File: config.mk
export PLATFORM = sky130hd
export DESIGN_NAME = top_k_hit_ranker_top
export DESIGN_NICKNAME = d
export VERILOG_FILES = /design/src/rtl/tkr_pkg.sv /design/src/rtl/top_k_hit_ranker_top.sv /design/src/rtl/tkr_cell.sv
export SDC_FILE = /design/constraint.sdc
export NUM_CORES = 2
export LEC_CHECK = 0
export BUFFER_PORTS_ARGS = -buffer_cell sky130_fd_sc_hd__buf_2
export CAP_MARGIN = 25
export CORE_AREA = 2 2 382 384
export CTS_CLUSTER_DIAMETER = 120
export DETAILED_ROUTE_END_ITERATION = 12
export DIE_AREA = 0 0 384 386
export PLACE_DENSITY = 0.73
export SETUP_SLACK_MARGIN = 0.3
export SLEW_MARGIN = 20
export SYNTH_ARGS = -nofsm -noshare
export SYNTH_HDL_FRONTEND = slang
export SYNTH_SLANG_ARGS = --single-unit
File: constraint.sdc
create_clock -name aclk -period 35.8 [get_ports aclk]
set_clock_uncertainty 0.05 [all_clocks]
set_input_delay 10.74 -clock aclk [delete_from_list [all_inputs] [get_ports aclk]]
set_output_delay 10.74 -clock aclk [all_outputs]
set_load 0.01 [all_outputs]
File: src/rtl/tkr_pkg.sv
// Shared types and codes for the top-k hit ranker.
// No dependencies; imported by tkr_cell and top_k_hit_ranker_top.
`default_nettype none

package tkr_pkg;

    // Action codes of an input word
    localparam logic [1:0] ACT_CLEAR  = 2'd0;
    localparam logic [1:0] ACT_INSERT = 2'd1;
    localparam logic [1:0] ACT_READ   = 2'd2;

    localparam int unsigned LIMIT_W = 7;
    localparam int unsigned RANK_W  = 6;

    typedef struct packed {
        logic [31:0] document;
        logic [7:0]  matched;
        logic [31:0] importance;
    } entry_t;

endpackage : tkr_pkg

`default_nettype wire

File: src/rtl/top_k_hit_ranker_top.sv
// Top level of the top-k hit ranker: handshakes, count, limit register and read-out sequencer.
// Depends on tkr_pkg and tkr_cell.
//
//  channel   | direction | handshake             | payload
//  ----------+-----------+-----------------------+----------------------------------------------
//  s_        | in        | s_valid / s_ready     | action, document, matched, importance
//  m_        | out       | m_valid / m_ready     | hit_valid, rank, hit_*, held, accepted, last
//  cfg_      | in        | cfg_valid / cfg_ready | hit_limit (7 bits)
//
// Clear, insert and unused action words are handled in ST_IDLE: the chain of cells compares
// every entry with the candidate in parallel and shifts in the same edge, so a stream of
// inserts runs at one word per cycle while the output register drains.
// A read-out gives one held hit per cycle through the output register while it drains.
// Reset (aresetn low, synchronous) empties the list and sets the limit to 16; entries need
// no clearing since only the first count slots are ever read.
// A stall on m_ready holds the output register; s_ready drops until it frees.
`default_nettype none

module top_k_hit_ranker_top #(
    parameter int unsigned MAX_HITS = 16
) (
    input  wire logic                           aclk,
    input  wire logic                           aresetn,
    // input words
    input  wire logic                           s_valid,
    output logic                                s_ready,
    input  wire logic [1:0]                     s_action,
    input  wire logic [31:0]                    s_document,
    input  wire logic [7:0]                     s_matched,
    input  wire logic [31:0]                    s_importance,
    // result words
    output logic                                m_valid,
    input  wire logic                           m_ready,
    output logic                                m_hit_valid,
    output logic [tkr_pkg::RANK_W-1:0]          m_rank,
    output logic [31:0]                         m_hit_document,
    output logic [7:0]                          m_hit_matched,
    output logic [31:0]                         m_hit_importance,
    output logic [tkr_pkg::LIMIT_W-1:0]         m_held,
    output logic                                m_accepted,
    output logic                                m_last,
    // configuration
    input  wire logic                           cfg_valid,
    output logic                                cfg_ready,
    input  wire logic [tkr_pkg::LIMIT_W-1:0]    cfg_hit_limit
);
    import tkr_pkg::*;

    localparam int unsigned CNT_W = $clog2(MAX_HITS + 1);
    localparam int unsigned IDX_W = (MAX_HITS > 1) ? $clog2(MAX_HITS) : 1;
    localparam logic [LIMIT_W-1:0] MAX_LIM = LIMIT_W'(MAX_HITS);

    typedef enum logic {
        ST_IDLE,
        ST_READ
    } state_t;

    state_t              state_reg, state_next;
    logic [CNT_W-1:0]    count_reg, count_next;
    logic [LIMIT_W-1:0]  limit_reg, limit_next;
    logic [IDX_W-1:0]    rd_idx_reg, rd_idx_next;

    logic                m_valid_reg, m_valid_next;
    logic                m_hit_valid_reg, m_hit_valid_next;
    logic [RANK_W-1:0]   m_rank_reg, m_rank_next;
    entry_t              m_hit_reg, m_hit_next;
    logic [LIMIT_W-1:0]  m_held_reg, m_held_next;
    logic                m_accepted_reg, m_accepted_next;
    logic                m_last_reg, m_last_next;

    logic [CNT_W-1:0]    eff_limit;
    logic [CNT_W-1:0]    cfg_eff_limit;
    logic                out_free;
    logic                in_fire;
    logic                insert_en;
    logic                drop;
    logic                rd_last;

    entry_t              cand;
    entry_t              cells  [MAX_HITS];
    logic [MAX_HITS-1:0] keep_vec;
    logic [MAX_HITS-1:0] live_vec;

    // Saturate the limit to the built depth
    assign eff_limit     = (limit_reg > MAX_LIM) ? CNT_W'(MAX_HITS) : CNT_W'(limit_reg);
    assign cfg_eff_limit = (cfg_hit_limit > MAX_LIM) ? CNT_W'(MAX_HITS) : CNT_W'(cfg_hit_limit);

    assign out_free  = !m_valid_reg || m_ready;
    assign s_ready   = (state_reg == ST_IDLE) && out_free;
    assign cfg_ready = 1'b1;
    assign in_fire   = s_valid && s_ready;

    assign cand.document   = s_document;
    assign cand.matched    = s_matched;
    assign cand.importance = s_importance;

    // Chain of cells: each slot sees its left neighbour's entry and keep flag
    for (genvar i = 0; i < MAX_HITS; i++) begin : g_cell
        assign live_vec[i] = (CNT_W'(i) < count_reg);
        if (i == 0) begin : g_head
            tkr_cell u_cell (
                .aclk       (aclk),
                .insert_en  (insert_en),
                .live       (live_vec[i]),
                .cand       (cand),
                .left_entry (cand),
                .left_keep  (1'b1),
                .entry      (cells[i]),
                .keep       (keep_vec[i])
            );
        end else begin : g_body
            tkr_cell u_cell (
                .aclk       (aclk),
                .insert_en  (insert_en),
                .live       (live_vec[i]),
                .cand       (cand),
                .left_entry (cells[i-1]),
                .left_keep  (keep_vec[i-1]),
                .entry      (cells[i]),
                .keep       (keep_vec[i])
            );
        end
    end

    // Drop when full and every held entry is at least as heavy (covers a zero limit too)
    assign drop    = (count_reg == eff_limit) && (&(keep_vec | ~live_vec));
    assign rd_last = ((CNT_W'(rd_idx_reg) + CNT_W'(1)) == count_reg);

    always_comb begin
        state_next       = state_reg;
        count_next       = count_reg;
        limit_next       = limit_reg;
        rd_idx_next      = rd_idx_reg;
        m_valid_next     = m_valid_reg && !m_ready;
        m_hit_valid_next = m_hit_valid_reg;
        m_rank_next      = m_rank_reg;
        m_hit_next       = m_hit_reg;
        m_held_next      = m_held_reg;
        m_accepted_next  = m_accepted_reg;
        m_last_next      = m_last_reg;
        insert_en        = 1'b0;

        // Lowering the limit cuts the lightest entries off
        if (cfg_valid && cfg_ready) begin
            limit_next = cfg_hit_limit;
            if (count_reg > cfg_eff_limit) begin
                count_next = cfg_eff_limit;
            end
        end

        case (state_reg)
            ST_IDLE: begin
                if (in_fire) begin
                    m_valid_next     = 1'b1;
                    m_hit_valid_next = 1'b0;
                    m_rank_next      = '0;
                    m_hit_next       = '0;
                    m_held_next      = LIMIT_W'(count_reg);
                    m_accepted_next  = 1'b0;
                    m_last_next      = 1'b1;
                    case (s_action)
                        ACT_CLEAR: begin
                            count_next  = '0;
                            m_held_next = '0;
                        end
                        ACT_INSERT: begin
                            if (!drop) begin
                                insert_en       = 1'b1;
                                m_accepted_next = 1'b1;
                                if (count_reg < eff_limit) begin
                                    count_next  = count_reg + CNT_W'(1);
                                    m_held_next = LIMIT_W'(count_reg) + LIMIT_W'(1);
                                end
                            end
                        end
                        ACT_READ: begin
                            if (count_reg != '0) begin
                                m_hit_valid_next = 1'b1;
                                m_hit_next       = cells[0];
                                m_last_next      = (count_reg == CNT_W'(1));
                                if (count_reg != CNT_W'(1)) begin
                                    state_next  = ST_READ;
                                    rd_idx_next = IDX_W'(1);
                                end
                            end
                        end
                        default: begin
                            // unused code: status word only
                        end
                    endcase
                end
            end
            ST_READ: begin
                if (out_free) begin
                    m_valid_next     = 1'b1;
                    m_hit_valid_next = 1'b1;
                    m_rank_next      = RANK_W'(rd_idx_reg);
                    m_hit_next       = cells[rd_idx_reg];
                    m_held_next      = LIMIT_W'(count_reg);
                    m_accepted_next  = 1'b0;
                    m_last_next      = rd_last;
                    rd_idx_next      = rd_idx_reg + IDX_W'(1);
                    if (rd_last) begin
                        state_next = ST_IDLE;
                    end
                end
            end
            default: begin
                state_next = ST_IDLE;
            end
        endcase
    end

    always_ff @(posedge aclk) begin
        m_hit_valid_reg <= m_hit_valid_next;
        m_rank_reg      <= m_rank_next;
        m_hit_reg       <= m_hit_next;
        m_held_reg      <= m_held_next;
        m_accepted_reg  <= m_accepted_next;
        m_last_reg      <= m_last_next;
        rd_idx_reg      <= rd_idx_next;
        if (!aresetn) begin
            state_reg   <= ST_IDLE;
            count_reg   <= '0;
            limit_reg   <= LIMIT_W'(16);
            m_valid_reg <= 1'b0;
        end else begin
            state_reg   <= state_next;
            count_reg   <= count_next;
            limit_reg   <= limit_next;
            m_valid_reg <= m_valid_next;
        end
    end

    assign m_valid          = m_valid_reg;
    assign m_hit_valid      = m_hit_valid_reg;
    assign m_rank           = m_rank_reg;
    assign m_hit_document   = m_hit_reg.document;
    assign m_hit_matched    = m_hit_reg.matched;
    assign m_hit_importance = m_hit_reg.importance;
    assign m_held           = m_held_reg;
    assign m_accepted       = m_accepted_reg;
    assign m_last           = m_last_reg;

    // The list never grows past the saturated limit
    a_count_bound : assert property (@(posedge aclk) disable iff (!aresetn)
        count_reg <= eff_limit)
        else $error("hit count above effective limit");

    // A hit word always ranks inside the held list
    a_rank_inside : assert property (@(posedge aclk) disable iff (!aresetn)
        (m_valid && m_hit_valid) |-> (LIMIT_W'(m_rank) < m_held))
        else $error("emitted rank outside held list");

    // An insert or status word is always a single, final word
    a_status_last : assert property (@(posedge aclk) disable iff (!aresetn)
        (m_valid && !m_hit_valid) |-> m_last)
        else $error("status word without last");

    // Read-out sequencer never runs while the list is empty
    a_read_nonempty : assert property (@(posedge aclk) disable iff (!aresetn)
        (state_reg == ST_READ) |-> (count_reg != '0))
        else $error("read-out running on empty list");

endmodule : top_k_hit_ranker_top

`default_nettype wire

File: src/rtl/tkr_cell.sv
// One slot of the sorted hit chain: holds an entry, or takes the candidate or its left neighbour.
// Depends on tkr_pkg for entry_t.
`default_nettype none

module tkr_cell (
    input  wire logic            aclk,
    input  wire logic            insert_en,
    input  wire logic            live,
    input  wire tkr_pkg::entry_t cand,
    input  wire tkr_pkg::entry_t left_entry,
    input  wire logic            left_keep,
    output tkr_pkg::entry_t      entry,
    output logic                 keep
);
    import tkr_pkg::*;

    entry_t entry_reg;
    entry_t entry_next;

    // Hold when this entry is live and at least as heavy as the candidate
    assign keep = live && (entry_reg.importance >= cand.importance);

    always_comb begin
        entry_next = entry_reg;
        if (insert_en && !keep) begin
            if (left_keep) begin
                entry_next = cand;
            end else begin
                entry_next = left_entry;
            end
        end
    end

    always_ff @(posedge aclk) begin
        entry_reg <= entry_next;
    end

    assign entry = entry_reg;

endmodule : tkr_cell

`default_nettype wire

---- Word-level counts from Yosys, hierarchy flattened ----
Cells that the tools add are included.
word-level totals
  bits in registers ....................... 1258
  input port bits ......................... 86
  output and inout port bits .............. 91
  word-level logic and storage cells ...... 251
cells by class
  $add $sub $neg .......................... 4
  magnitude comparators ................... 37
  equality and inequality tests ........... 11
  muxes and demuxes ....................... 74
  bitwise logic cells ..................... 4
  reductions and logical operators ........ 60
operator list
  operator                                                                     number
  72-bit 2-to-1 mux                                                            21
  32-bit >= comparator                                                         16
  72-bit binary-select mux with 4-bit select                                   1
  72-bit case mux with 2 select lines                                          1
  4-bit by 5-bit less-than comparator with 1-bit output, first input constant  8
  5-bit 2-to-1 mux                                                             8
  1-bit logical AND                                                            36
  6-bit 2-to-1 mux                                                             4
  6-bit case mux with 2 select lines                                           2
  1-bit 2-to-1 mux                                                             22
  3-bit by 5-bit less-than comparator with 1-bit output, first input constant  4
  4-bit 2-to-1 mux                                                             5
  1-bit logical NOT                                                            18
  16-bit NOT                                                                   1
  16-bit bitwise OR                                                            1
  16-bit AND reduction                                                         1
  7-bit by 5-bit > comparator with 1-bit output, second input constant         2
  7-bit 2-to-1 mux                                                             2
  7-bit case mux with 2 select lines                                           1
  5-bit == test                                                                2
  1-bit by 5-bit less-than comparator with 1-bit output, first input constant  2
  2-bit by 5-bit less-than comparator with 1-bit output, first input constant  2
  1-bit case mux with 2 select lines                                           5
  5-bit case mux with 2 select lines                                           1
  other kinds (21)                                                             24

---- Longest topological paths before layout ----
  depth after elaboration ................. 10
  mapped depth ............................ 14
  mapped depth without buffers ............ 13

---- By module ----
A second synthesis with hierarchy kept.
second synthesis, totals
  cells, all modules ...................... 5219
  area, all modules ....................... 75010.7 sq um
modules (own cells, without submodules)
  module                                  times used  cells an instance  area an instance (sq um)  seq. area each (sq um)
  tkr_cell (g_cell[0].g_head.u_cell ...)  15          263                3821.2                    2162.1
  top_k_hit_ranker_top                    1           1007               13863.3                   2952.8
  tkr_cell (g_cell[2].g_body.u_cell)      1           267                3829.9                    2162.1

---- Worst setup path after synthesis ----
Ideal clock, no wire load.
  kind .................................... input-to-output
  start ................................... input m_ready
  end ..................................... output s_ready
  arrival time ............................ 11105 ps
  data required time ...................... 25010 ps
  path slack .............................. 13905 ps
  stages .................................. 2
  path buffers ............................ 0
  path through ............................ nor2b_1 nor2_1
between the ends
  word-level cells in the longest chain between the ends .. 2
RTL lines
  element            RTL line                    RTL
  from (decl)        top_k_hit_ranker_top.sv:33  input wire logic m_ready,
  1-bit logical OR   top_k_hit_ranker_top.sv:88  assign out_free = !m_valid_reg || m_ready;
  1-bit logical AND  top_k_hit_ranker_top.sv:89  assign s_ready = (state_reg == ST_IDLE) && out_free;
  to (decl)          top_k_hit_ranker_top.sv:26  output logic s_ready,
No other way between the ends.

---- Worst setup path in the final report ----
Same ends and word-level chain as after synthesis.

==> impl_results.md <==
* Status: finished clean
* Via Count at 47,797
* Clock power share at 42.2%
* Clk sinks at 1,255
* Reg power frac at 48.6%
* Kind of critical path: in2out
* Largest net degree at the start of global routing at 124
* Clk buf depth at 3
* Vias/cell at 6.56
* Top_reg_cell synth: edfxtp_1
* Cell repeated most along the worst path: buf_2
* Unrepaired setup endpoints after global routing: no
* Worst-margin pin slew at 1.13 ns
* Site Rows at 140
* Die width at 384 um
* CP cell instances: buf_2 -> nor2b_1 -> nor2_1 -> buf_2
* Power per cell area at 44.3 nW/um^2
* Final Setup Violations at 0
* H-tree depth at 4
* Peak supply drop at 0.0415 mV
* Crit. End Element: output port
* Clk slew on worst S/H paths at 0.06 ns
* Max FO, Critical Path at 6
* Crit path required time at 25.01 ns
* Detailed Place HPWL at 132 mm
* Boundary Pins at 177
* Fin. Hold Viols at 0
* Crit-path max cell delay at 0.38 ns
* Max Slew Vio Count at 0
* Yosys warns at 0
* Final min period at 22.28 ns
* Hold-fix buffers, CTS at 0
* Port Buffers at 172
* Length of the first detailed-routing pass in iterations at 5
* Final instance area at 79,400 um^2
* DRC Markers at 0
* Starting Density at 49.6%
* Synth Area in Compound Gates at 7.13%
* Post-synth EDFFs at 1,241
* Final WL at 209 mm
* WP data arrival at 11.49 ns
* Sequential share of the synthesized area at 52.4%
* Post-synthesis mux area share at 23.0%
* CP max-delay cell: nor2b_1
* F_max at 44.9 MHz
* Async S/R FF share, synth at 0%
* Core Area at 145,000 um^2
* Max reg flops at 1,080
* Initial antenna violation count at 19
* Max cap viols at 0
* Post-Syn Instances at 5,184
* Dpl ws at 13.53 ns
* Slew headroom at 23.9%
* P_int at 2.64 mW
* First-pass GRT wire length at 308 mm
* Final WS setup at 13.52 ns
* Yosys cell types at 84
* Hold Crit Class: reg2reg
* Largest family of logic cells by synthesized area: multiplexers
* Share of layout cells above drive strength 1 at 30.4%
* Simple-gate share of the synthesized area at 5.94%
* Placed Area at 74,600 um^2
* Post-route ant nets at 0
* Worst-Skew Late Latency at 0.82 ns
* Startpoint types: input port
* Root Buffer: clkbuf_16
* Synth Area in Adders at 9.16%
* Routability cong. at 0.944
* Layout area overhead at 10.7%
* Routed WL per cell at 28.6 um
* Post-synthesis xor/xnor area fraction at 0.0733%
* Num CTS Buffers at 141
* Post-CTS setup buffers at 0
* Grt total ovfl at 0
* Post_cts resized at 0
* Comb power frac at 9.2%
* Seq cells post-synth at 1,255
* Leakage power at 28.9 nW
* Layout Nets at 5,869
* CTS tree: built
* Die area at 148,000 um^2
* Switching Share at 24.9%
* Setup TNS at 0 ns
* Switching power at 0.874 mW
* Synthesized area at 71,700 um^2
* Tot GR Track Use at 28.0%
* Mapped Avg Cell Area at 13.8 um^2
* Vias in the first global route at 46,618
* Initial drt markers at 6,036
* Height of the chip at 386 um
* Fin crit share at 62.2%
stage by stage:
step | power (mW) | hold WS (ns) | utilization [%] | cells
2_1_floorplan | 1.93 | 0.392 | - | 5186
3_3_place_gp | 2.04 | 0.417 | 51.6 | 7021
3_5_place_dp | 2.05 | 0.426 | 51.6 | 7025
4_1_cts | 3.52 | 0.444 | 54.8 | 7276
5_1_grt | 3.61 | 0.475 | 54.9 | 7287
6_report | 3.51 | 0.446 | 54.9 | 7290
per-layer routing:
metal | share of wire (%) | track usage (%) | up-vias
li1 | - | - | 20558
met5 | 0.053 | 0 | -
met2 | 45 | 42.9 | 2716
met3 | 11 | 6.52 | 385
met4 | 3.6 | 10.2 | 18
met1 | 40 | 39.1 | 24120
critical path, delay by kind of cell:
kind / cells / cell delay (ns)
simple gates: 2 / 0.49
buf+inv: 2 / 0.26
layout make-up:
| type | instances | area (um^2) |
|---|---|---|
| antenna | 7 | 17.5 |
| clock buffer | 178 | 3670 |
| clock inverter | 73 | 956 |
| fill | 11570 | 65100 |
| inverter | 79 | 297 |
| multi-input combinational | 3502 | 32800 |
| sequential | 1255 | 37500 |
| tap | 1917 | 2400 |
| timing repair buffer | 279 | 1730 |
layout by cell type (no fill, tap or decap), drive strengths merged, types with 8 or more instances in the layout:
master	instances
a2111oi	12
a211oi	19
a21o	38
a21oi	198
a221oi	17
a31oi	11
and2	24
and3	9
and4	15
buf	278
bufinv	15
clkbuf	179
clkinv	47
dfxtp	14
edfxtp	1241
ha	525
inv	84
mux2	738
mux4	360
nand2	649
nand2b	17
nand3	41
nand4	71
nor2	69
nor2b	14
nor3	23
nor4	9
o211ai	15
o21a	11
o21ai	515
o31ai	8
power by group through the flow:
| stage | clock, mW | combinational, mW | sequential [mW] |
|---|---|---|---|
| after floorplan | 0 | 0.201 | 1.73 |
| after global placement | 0 | 0.306 | 1.73 |
| after detailed placement | 0 | 0.317 | 1.74 |
| after CTS | 1.49 | 0.319 | 1.71 |
| after global routing | 1.55 | 0.352 | 1.71 |
| final | 1.48 | 0.325 | 1.71 |
worst paths after layout:
path | startpoint | end | slack [ns] | cells after the start
setup reg to reg | g_cell[14].g_body.u_cell.entry[0] | g_cell[3].g_body.u_cell.entry[49] | 30.17 | 13
hold reg to reg | limit_reg[4] | limit_reg[4] | 0.45 | 2
hold / removal | limit_reg[4] | limit_reg[4] | 0.45 | 2
setup / recovery | m_ready | s_ready | 13.52 | 4
synthesized netlist by cell type (all sizes together) (12+ instances only):
master	count	share of area, %
edfxtp	1241	52
mux2	738	12
nand2	649	3.4
ha	525	9.2
o21ai	515	3.6
mux4	360	11
clkbuf	242	1.3
a21oi	198	1.4
buf	108	0.66
inv	78	0.41
nand4	71	0.63
nor2	69	0.38
nand3	41	0.30
a21o	38	0.40
and2	24	0.21
nor3	23	0.17
a211oi	19	0.21
a221oi	17	0.21
nand2b	17	0.15
and4	15	0.18
o211ai	15	0.16
dfxtp	14	0.39
nor2b	14	0.12
a2111oi	12	0.18
kinds of logic after synthesis:
logic type	Yosys count
compound gates	899
xor+xnor	6
fa+ha+maj	525
buf+inv	429
flops	1255
mux	1105
other cells	2
simple gates	963
No activity file was read; power rests on OpenSTA's default activity.
